`src/hw/rtl/delta_chunk_frame_blitter_defines.svh`:
```
// Assertion macros for the delta chunk frame blitter.
// Used by delta_chunk_frame_blitter.sv; needs no other file.
`ifndef DELTA_CHUNK_FRAME_BLITTER_DEFINES_SVH
`define DELTA_CHUNK_FRAME_BLITTER_DEFINES_SVH

`ifndef SYNTHESIS
`define DCFB_ASSERT_IMPL(lbl, clk, rst, ante, cons, msg) \
  lbl: assert property (@(posedge clk) disable iff (rst) (ante) |-> (cons)) else $error(msg);
`define DCFB_ASSERT_NEXT(lbl, clk, rst, ante, cons, msg) \
  lbl: assert property (@(posedge clk) disable iff (rst) (ante) |=> (cons)) else $error(msg);
`else
`define DCFB_ASSERT_IMPL(lbl, clk, rst, ante, cons, msg)
`define DCFB_ASSERT_NEXT(lbl, clk, rst, ante, cons, msg)
`endif

`endif

```
`src/hw/rtl/dcfb_pkg.sv`:
```
// Types and constants for the delta chunk frame blitter.
// No dependencies; imported by dcfb_parser and delta_chunk_frame_blitter.
package dcfb_pkg;

  localparam logic [8:0] ROW_MAX = 9'd511;

  typedef struct packed {
    logic [7:0] data_byte;
    logic       frame_start;
  } in_word_t;

  typedef struct packed {
    logic [8:0] pixel_x;
    logic [8:0] pixel_y;
    logic [7:0] color;
    logic       frame_done;
  } out_word_t;

  typedef enum logic [2:0] {
    PH_HDR0   = 3'd0,
    PH_HDR1   = 3'd1,
    PH_HDR2   = 3'd2,
    PH_HDR3   = 3'd3,
    PH_HDR4   = 3'd4,
    PH_HDR5   = 3'd5,
    PH_PIXELS = 3'd6,
    PH_IDLE   = 3'd7
  } phase_t;

  typedef struct packed {
    logic      valid;
    out_word_t word;
  } result_t;

endpackage

```
`src/hw/rtl/delta_chunk_frame_blitter.sv`:
```
// Top level of the delta chunk frame blitter: parser plus output register and skid.
// Depends on dcfb_pkg, dcfb_parser and delta_chunk_frame_blitter_defines.svh.
//
// Takes one byte of a frame's chunk list per cycle while data_stall is low and gives
// a plot word for each pixel byte and a done word for the terminating zero option word.
// Each result is registered into the output register, or into the skid word while
// the output word waits. The output register is backed by one skid word, so bytes
// keep flowing while a result waits; data_stall rises only while the skid word is
// occupied. The start column and row are split from the chunk offset by a
// registered reciprocal multiply, which fits in the two length bytes of the header.
`include "delta_chunk_frame_blitter_defines.svh"

module delta_chunk_frame_blitter #(
  parameter int SCREEN_WIDTH = 320
) (
  input  logic                clk,
  input  logic                rst,
  input  logic                data_valid,
  output logic                data_stall,
  input  dcfb_pkg::in_word_t  data,
  output logic                pixel_valid,
  input  logic                pixel_stall,
  output dcfb_pkg::out_word_t pixel
);
  import dcfb_pkg::*;

  logic      accept;
  logic      take;
  result_t   result;
  logic      skid_valid;
  out_word_t skid;

  assign data_stall = skid_valid;
  assign accept     = data_valid && !data_stall;
  assign take       = pixel_valid && !pixel_stall;

  dcfb_parser #(
    .SCREEN_WIDTH(SCREEN_WIDTH)
  ) u_parser (
    .clk   (clk),
    .rst   (rst),
    .accept(accept),
    .word  (data),
    .result(result)
  );

  always_ff @(posedge clk) begin
    if (rst) begin
      pixel_valid <= 1'b0;
      skid_valid  <= 1'b0;
    end else if (!pixel_valid || take) begin
      if (skid_valid) begin
        pixel_valid <= 1'b1;
        skid_valid  <= 1'b0;
      end else begin
        pixel_valid <= accept && result.valid;
      end
    end else if (accept && result.valid) begin
      skid_valid <= 1'b1;
    end
  end

  always_ff @(posedge clk) begin
    if (!pixel_valid || take) begin
      pixel <= skid_valid ? skid : result.word;
    end else if (accept && result.valid) begin
      skid <= result.word;
    end
  end

  `DCFB_ASSERT_IMPL(a_skid_behind_out, clk, rst, skid_valid, pixel_valid, "skid word without output word")
  `DCFB_ASSERT_NEXT(a_skid_drains, clk, rst, skid_valid && take, !skid_valid, "skid word not drained")
  `DCFB_ASSERT_IMPL(a_done_clean, clk, rst, pixel_valid && pixel.frame_done, pixel.pixel_x == 9'd0 && pixel.pixel_y == 9'd0 && pixel.color == 8'd0, "done word carries pixel data")
  `DCFB_ASSERT_IMPL(a_x_in_row, clk, rst, pixel_valid && !pixel.frame_done, 32'(pixel.pixel_x) < SCREEN_WIDTH, "column beyond screen width")

endmodule

```
`src/hw/rtl/dcfb_parser.sv`:
```
// Chunk list parser: header decode, start point split and cursor update.
// Depends on dcfb_pkg; instantiated by delta_chunk_frame_blitter.
module dcfb_parser #(
  parameter int SCREEN_WIDTH = 320
) (
  input  logic               clk,
  input  logic               rst,
  input  logic               accept,
  input  dcfb_pkg::in_word_t word,
  output dcfb_pkg::result_t  result
);
  import dcfb_pkg::*;

  localparam int         SHIFT   = 16 + $clog2(SCREEN_WIDTH);
  localparam logic [16:0] RECIP  =
    17'(((64'(1) << SHIFT) + 64'(SCREEN_WIDTH) - 64'(1)) / 64'(SCREEN_WIDTH));
  localparam logic [8:0] WIDTH_W = 9'(SCREEN_WIDTH);

  phase_t      phase;
  phase_t      phase_eff;
  phase_t      phase_next;
  logic [7:0]  option_low_byte;
  logic [15:0] chunk_offset;
  logic [15:0] bytes_left;
  logic [8:0]  cursor_x;
  logic [8:0]  cursor_y;
  logic [15:0] quot;

  logic [32:0] scaled;
  logic [24:0] back;
  logic [15:0] rem;
  logic [8:0]  x_inc;
  logic [15:0] length_word;

  // start point split: quotient registered, remainder combinational from it
  assign scaled      = 33'(chunk_offset) * 33'(RECIP);
  assign back        = 25'(quot) * 25'(WIDTH_W);
  assign rem         = chunk_offset - back[15:0];
  assign x_inc       = cursor_x + 9'd1;
  assign length_word = {word.data_byte, bytes_left[7:0]};
  assign phase_eff   = word.frame_start ? PH_HDR0 : phase;

  always_ff @(posedge clk) begin
    quot <= 16'(scaled >> SHIFT);
  end

  always_comb begin
    phase_next = phase_eff;
    case (phase_eff)
      PH_HDR0:   phase_next = PH_HDR1;
      PH_HDR1:   phase_next = ((option_low_byte | word.data_byte) == 8'd0) ? PH_IDLE : PH_HDR2;
      PH_HDR2:   phase_next = PH_HDR3;
      PH_HDR3:   phase_next = PH_HDR4;
      PH_HDR4:   phase_next = PH_HDR5;
      PH_HDR5:   phase_next = (length_word == 16'd0) ? PH_HDR0 : PH_PIXELS;
      PH_PIXELS: phase_next = (bytes_left == 16'd1) ? PH_HDR0 : PH_PIXELS;
      PH_IDLE:   phase_next = PH_IDLE;
      default:   phase_next = PH_HDR0;
    endcase
  end

  always_comb begin
    result = '0;
    case (phase_eff)
      PH_HDR1: begin
        result.valid           = ((option_low_byte | word.data_byte) == 8'd0);
        result.word.frame_done = 1'b1;
      end
      PH_PIXELS: begin
        result.valid        = 1'b1;
        result.word.pixel_x = cursor_x;
        result.word.pixel_y = cursor_y;
        result.word.color   = word.data_byte;
      end
      default: result = '0;
    endcase
  end

  always_ff @(posedge clk) begin
    if (rst) begin
      phase           <= PH_HDR0;
      option_low_byte <= '0;
      chunk_offset    <= '0;
      bytes_left      <= '0;
      cursor_x        <= '0;
      cursor_y        <= '0;
    end else if (accept) begin
      phase <= phase_next;
      case (phase_eff)
        PH_HDR0: option_low_byte <= word.data_byte;
        PH_HDR2: chunk_offset    <= {8'd0, word.data_byte};
        PH_HDR3: chunk_offset    <= {word.data_byte, chunk_offset[7:0]};
        PH_HDR4: bytes_left      <= {8'd0, word.data_byte};
        PH_HDR5: begin
          bytes_left <= length_word;
          cursor_x   <= rem[8:0];
          cursor_y   <= (quot > 16'(ROW_MAX)) ? ROW_MAX : quot[8:0];
        end
        PH_PIXELS: begin
          bytes_left <= bytes_left - 16'd1;
          if (x_inc >= WIDTH_W) begin
            cursor_x <= '0;
            if (cursor_y != ROW_MAX) begin
              cursor_y <= cursor_y + 9'd1;
            end
          end else begin
            cursor_x <= x_inc;
          end
        end
        default: ;
      endcase
    end
  end

endmodule

```
`config.mk`:
```
export PLATFORM = sky130hd
export DESIGN_NAME = delta_chunk_frame_blitter
export DESIGN_NICKNAME = d
export VERILOG_FILES = /design/src/hw/rtl/dcfb_pkg.sv /design/src/hw/rtl/delta_chunk_frame_blitter.sv /design/src/hw/rtl/dcfb_parser.sv
export VERILOG_INCLUDE_DIRS = /design/src /design/src/hw/rtl
export SDC_FILE = /design/constraint.sdc
export NUM_CORES = 1
export LEC_CHECK = 0
export ABC_CLOCK_PERIOD_IN_PS = 4700
export BUFFER_PORTS_ARGS = -buffer_cell sky130_fd_sc_hd__buf_2
export CAP_MARGIN = 10
export CORE_ASPECT_RATIO = 0.6
export CORE_MARGIN = 2
export CORE_UTILIZATION = 50
export CTS_BUF_LIST = sky130_fd_sc_hd__clkbuf_2
export CTS_CLUSTER_SIZE = 16
export DETAILED_ROUTE_END_ITERATION = 7
export HOLD_SLACK_MARGIN = 0.08
export PLACE_DENSITY = 0.69
export SYNTH_ARGS = -nofsm -noshare
export SYNTH_HDL_FRONTEND = slang
export SYNTH_HIERARCHICAL = 1
export SYNTH_SLANG_ARGS = --single-unit
```
`constraint.sdc`:
```
create_clock -name clk -period 4.7 [get_ports clk]
set_input_delay 0.94 -clock clk [delete_from_list [all_inputs] [get_ports clk]]
set_output_delay 0.94 -clock clk [all_outputs]
set_load 0.01 [all_outputs]
```
Yosys cells after proc, flatten, opt, wreduce, memory -nomap -nowiden

Index checks and enable logic that the tools add are counted.

Eq/ne operators: 11
Muxes and demuxes: 18
Reduce and logical (&&, ||, !) cells: 23
Magnitude comparators: 2
Bitwise operators: 4
Add/sub/neg operators: 4
$mul: 2

Operators by type and width:

| kind                     | count |
|---|---|
| $pmux W16 S3             | 1 |
| $mux W9                  | 4 |
| $pmux W9 S2              | 2 |
| $mul A16 B16 Y32 const B | 1 |
| $pmux W16 S2             | 1 |
| $mux W27                 | 1 |
| $mux W26                 | 1 |
| $pmux W3 S8              | 1 |
| $add A9 B1 Y9 const B    | 2 |
| $eq A16 B1 Y1 const B    | 1 |
| $logic_not A16 Y1        | 1 |
| $sub A16 B1 Y16 const B  | 1 |
| $eq A3 B3 Y1 const B     | 4 |
| $mux W3                  | 4 |
| $reduce_and A2 Y1        | 5 |
| $ge A9 B9 Y1 const B     | 1 |
| $gt A8 B9 Y1 const B     | 1 |
| $ne A9 B9 Y1 const B     | 1 |
| $sub A9 B9 Y9            | 1 |
| $logic_not A8 Y1         | 1 |
| $mul A8 B3 Y3 const B    | 1 |
| $or A8 B8 Y8             | 1 |
| $eq A3 B2 Y1 const B     | 2 |
| $reduce_and A3 Y1        | 2 |
| 13 further kinds         | 23 |

Register bits: 125
Output and inout port bits: 29

Longest topological paths before layout

Depth after elaboration: 5
Depth in mapped cells: 19

Cells and area by module

Netlist, hierarchy kept.

Modules (own cells, without submodules):

| module                    | cells each | times used | area each (um2) | seq. area each (um2) |
|---|---|---|---|---|
| dcfb_parser               | 982        | 1          | 8326.7          | 1381.3 |
| delta_chunk_frame_blitter | 92         | 1          | 2124.5          | 1661.6 |

Least setup slack after synthesis

No wires, ideal clock.

Kind: register -> register
Start point: register u_parser.chunk_offset[6]
End point: register u_parser.quot[7]
Clock period less this slack: 4.970 ns
Buffers on the path: 0
Data required time: 4.579 ns
Arrival: 4.849 ns
Stages on the path, launching flop included: 18
Path slack: -0.270 ns
Path through: dfxtp_1 ha_1 inv_1 fa_1 inv_1 fa_1 fa_1 fa_1 inv_1 fa_1 inv_1 ha_1 nand3_1 or2_2 nand2b_1 nor4_1 nor3_1 xnor2_1

Longest elaborated chain between the ends: 1

Ends and longest elaborated chain:

| item                          | RTL line          | text |
|---|---|---|
| start, declared               | dcfb_parser.sv:23 | `logic [15:0] chunk_offset;` |
| start signal, assigned        | dcfb_parser.sv:91 | `PH_HDR2: chunk_offset <= {8'd0, word.data_byte};` |
| start signal, assigned        | dcfb_parser.sv:92 | `PH_HDR3: chunk_offset <= {word.data_byte, chunk_offset[7:0]};` |
| $mul A16 B16 Y32              | dcfb_parser.sv:36 | `assign scaled = 33'(chunk_offset) * 33'(RECIP);` |
| named net u_parser.scaled[32] | dcfb_parser.sv:29 | `logic [32:0] scaled;` |
| end signal, assigned          | dcfb_parser.sv:44 | `quot <= 16'(scaled >> SHIFT);` |
| end, declared                 | dcfb_parser.sv:27 | `logic [15:0] quot;` |

The timed path passes the listed nets, and every way through them passes these cells.
A chain may end at the register's enable or synchronous reset.

Worst setup path after layout

Start point: register u_parser.chunk_offset[4]
End point: register u_parser.quot[4]

Same word-level chain as after synthesis.

==> key figures <==
Run status
  – Outcome: finished, violations left
  – Failing checks: negative setup slack

Setup path
  – Reg2reg path depth: 19
  – Crit path DAT: 5.58 ns
  – Reg2Reg Launch Point: u_parser/chunk_offset[4]
  – Worst R2R Setup Slack: -0.26 ns
  – CP Capture Type: flip-flop
  – Worst path required time: 5.32 ns
  – Startpoint Class: flip-flop
  – RR Endpoint: u_parser/quot[4]
  – Crit path from: u_parser/chunk_offset[4]
  – Crit Path Max Fanout: 4
  – Critical path class: reg -> reg

STA
  – Final worst slack: -0.263 ns
  – Worst slew margin: 19.5%
  – Final Critical Period: 4.96 ns
  – Final setup violation count: 7
  – RSZ-0062 raised after global routing: yes
  – Final setup TNS: -1.35 ns
  – Slew Limit Fails: 0
  – Final Cycle Share: 106%
  – Slew @ Worst Pin: 1.20 ns
  – Max Fclk: 201 MHz
  – Worst clock skew: 0.0469 ns
  – Hold violation count in the final report: 0

Synth
  – Yosys reg bits: 125
  – Area leader, netlist: ha_1
  – Mapped Area: 0.0105 mm^2
  – EDFF count, synth: 54
  – Yosys warns: 6
  – Top FF cell, synth: dfxtp_1
  – Synth async-reset ratio: 0%
  – Top-area cell type share of the netlist area: 16.5%
  – Avg Synthesized Cell Area: 9.73 um^2
  – Unique masters post-synth: 71
  – Syn Inst Count: 1074
  – Synthesized net count: 1305
  – Largest cells by area after synthesis: ha_1, edfxtp_1, fa_1, dfxtp_1, inv_1
  – Register area share after synthesis: 29.1%

Detailed routing
  – Antenna viol nets, final: 0
  – Number of detailed-route iterations in the first pass: 6
  – DRC: 0
  – Via count: 8159
  – Total Wirelength: 27.1 mm
  – Initial drt markers: 827
  – DR WL/cell: 18.5 um
  – Vias per cell: 5.57

Floorplan
  – Die Y: 116 um
  – Ports: 42
  – Rows: 40
  – CORE AREA: 0.0203 mm^2
  – Die width: 191 um
  – Starting Density: 51.6%
  – Die ar.: 0.0221 mm^2

Finish
  – Layout cells sized above 1: 23.0%
  – Finished Cell Area: 0.0122 mm^2
  – ANT cells: 0
  – Leading cell type in the layout, fill and taps excluded: inv_1
  – Register area: 0.00308 mm^2
  – Final net count: 1410
  – Fillers: 1695
  – Post-route insts no fill: 1465
  – Multi-input gate area: 0.00700 mm^2
  – Syn-to-layout area delta: 16.8%
  – Most frequent cells in the layout: inv_1, ha_1, buf_4

Clock tree
  – Num CTS Buffers: 17
  – Reg clk slew, reported paths: 0.23 ns
  – Clk sinks: 125
  – CTS H-tree lvls: 4
  – Worst-Skew Late Latency: 0.74 ns
  – Clock Path Buffers: 2
  – CTS tree: built
  – CTS root buffer: clkbuf_2

Flow run
  – Max-Cap Viols: 0

Global routing
  – GRT Total Usage: 25.2%
  – GRT Residual Overflow: 0
  – Vias in the first global route: 7702
  – Antenna violations before repair: 0
  – First-pass GRT wire length: 42.2 mm
  – Largest net degree at the start of global routing: 41

Power
  – Sw frac: 29.8%
  – Power Density: 154 mW/mm^2
  – Peak supply drop: 0.132 mV
  – Net Sw Power: 560 uW
  – Sequential share of power: 60.2%
  – Comb pwr share: 3.8%
  – Total power: 1.88 mW
  – Leakage: 5.79 nW
  – Pint: 1.32 mW
  – Clock power share: 36.0%

Placement
  – Placed Area: 0.0114 mm^2
  – Routability-driven placement congestion ratio: 0.936
  – I/O Buffers: 41
  – Hpwl dp: 21.1 mm
  – Placed insts: 1418

Min path
  – Hold Crit Depth: 2
  – Hold path start: u_parser/cursor_y[8]
  – Worst Hold End: u_parser/cursor_y[8]
  – HP Class: reg -> reg
-- layer usage --
metal  track usage [%]  share of wire (%)  up-vias
met5                 0                  0        -
met1              40.6                 52     4000
li1                  -                  -     3878
met4              3.82               0.58        0
met3              7.09                8.4       14
met2              33.1                 39      267
-- flip-flops by register name (all words and copies together) (netlist names) --
| name | flops |
|---|---|
| data_stall | 1 |
| pixel | 27 |
| pixel_valid | 1 |
| skid | 27 |
| u_parser/bytes_left | 16 |
| u_parser/chunk_offset | 16 |
| u_parser/cursor_x | 9 |
| u_parser/cursor_y | 9 |
| u_parser/option_low_byte | 8 |
| u_parser/phase | 3 |
| u_parser/quot | 8 |
-- final cells by class --
class / count / share of cell area [%]
Timing Repair Buffer: 126 / 7.01
Clock buffer: 17 / 0.697
Multi-Input combinational cell: 723 / 57.4
Inverter: 186 / 5.72
Sequential cell: 125 / 25.2
Tap cell: 273 / 2.80
Clock inverter: 15 / 1.17
-- synth_stat cells (13+ instances only) --
| cell type | count |
|---|---|
| o21ai_0 | 49 |
| nor2_1 | 54 |
| and2_1 | 27 |
| nand2_1 | 59 |
| nand3_1 | 25 |
| clkbuf_1 | 30 |
| dfxtp_1 | 71 |
| inv_1 | 186 |
| nor3_1 | 28 |
| edfxtp_1 | 54 |
| a21oi_1 | 66 |
| xnor2_1 | 13 |
| mux2_4 | 19 |
| ha_1 | 138 |
| fa_1 | 80 |
-- through the flow --
stage	utilization, %	setup WS (ns)	hold slack, ns
6_report	60.2	-0.263	0.502
5_1_grt	60.2	-0.365	0.483
4_1_cts	59.5	-0.185	0.494
3_5_place_dp	56.5	-0.748	0.464
3_3_place_gp	56.5	-0.606	0.456
2_1_floorplan	-	0.00474	0.444
-- critical path, cell delays in order (launching register included) --
cell,delay (ns)
dfxtp_4,0.42
ha_4,0.28
buf_4,0.10
ha_2,0.17
inv_1,0.06
fa_2,0.59
inv_1,0.07
fa_1,0.48
fa_1,0.54
inv_1,0.05
fa_1,0.55
inv_1,0.08
ha_4,0.30
nand3_2,0.10
nor4_4,0.26
buf_4,0.19
o311ai_4,0.11
nand4_1,0.19
a31o_2,0.22
a311oi_2,0.10
-- worst max-delay path by stage --
| stage | slack [ns] | endpoint | depth (start not counted) |
|---|---|---|---|
| 2_1_floorplan | 0.005 | u_parser/quot[4] | 16 |
| 6_report | -0.26 | u_parser/quot[4] | 19 |
| 3_3_place_gp | -0.61 | u_parser/quot[4] | 17 |
| 4_1_cts | -0.19 | u_parser/quot[4] | 18 |
| 5_1_grt | -0.36 | u_parser/quot[5] | 19 |
| 3_5_place_dp | -0.75 | u_parser/quot[4] | 17 |
-- logic make-up after synthesis --
kind of cell / Yosys count / share of synthesized area, %
AOI/OAI and AO/OA: 194 / 11.9
and+or+nand+nor: 255 / 12.3
xor gates and xnor gates: 22 / 1.84
muxes: 34 / 4.26
DFF: 125 / 29.1
adders and majority gates: 218 / 31.8
buffers and inverters: 226 / 8.69
-- power by group through the flow --
stage          Sequential, mW  Combinational (mW)  Clock [mW]
2_1_floorplan            1.16              0.0406           0
3_3_place_gp             1.16              0.0677           0
3_5_place_dp             1.16              0.0682           0
4_1_cts                  1.13              0.0697       0.689
5_1_grt                  1.13              0.0770       0.740
6_report                 1.13              0.0722       0.676
-- timing repair --
item | in CTS | in global routing
resized for setup | 58 | 15
buffers inserted | 11 | 4
endpoints found under the setup margin | 8 | 8
hold buffers | 0 | 0
pin swaps | 43 | 9
Power figures use the tool's default switching activity.
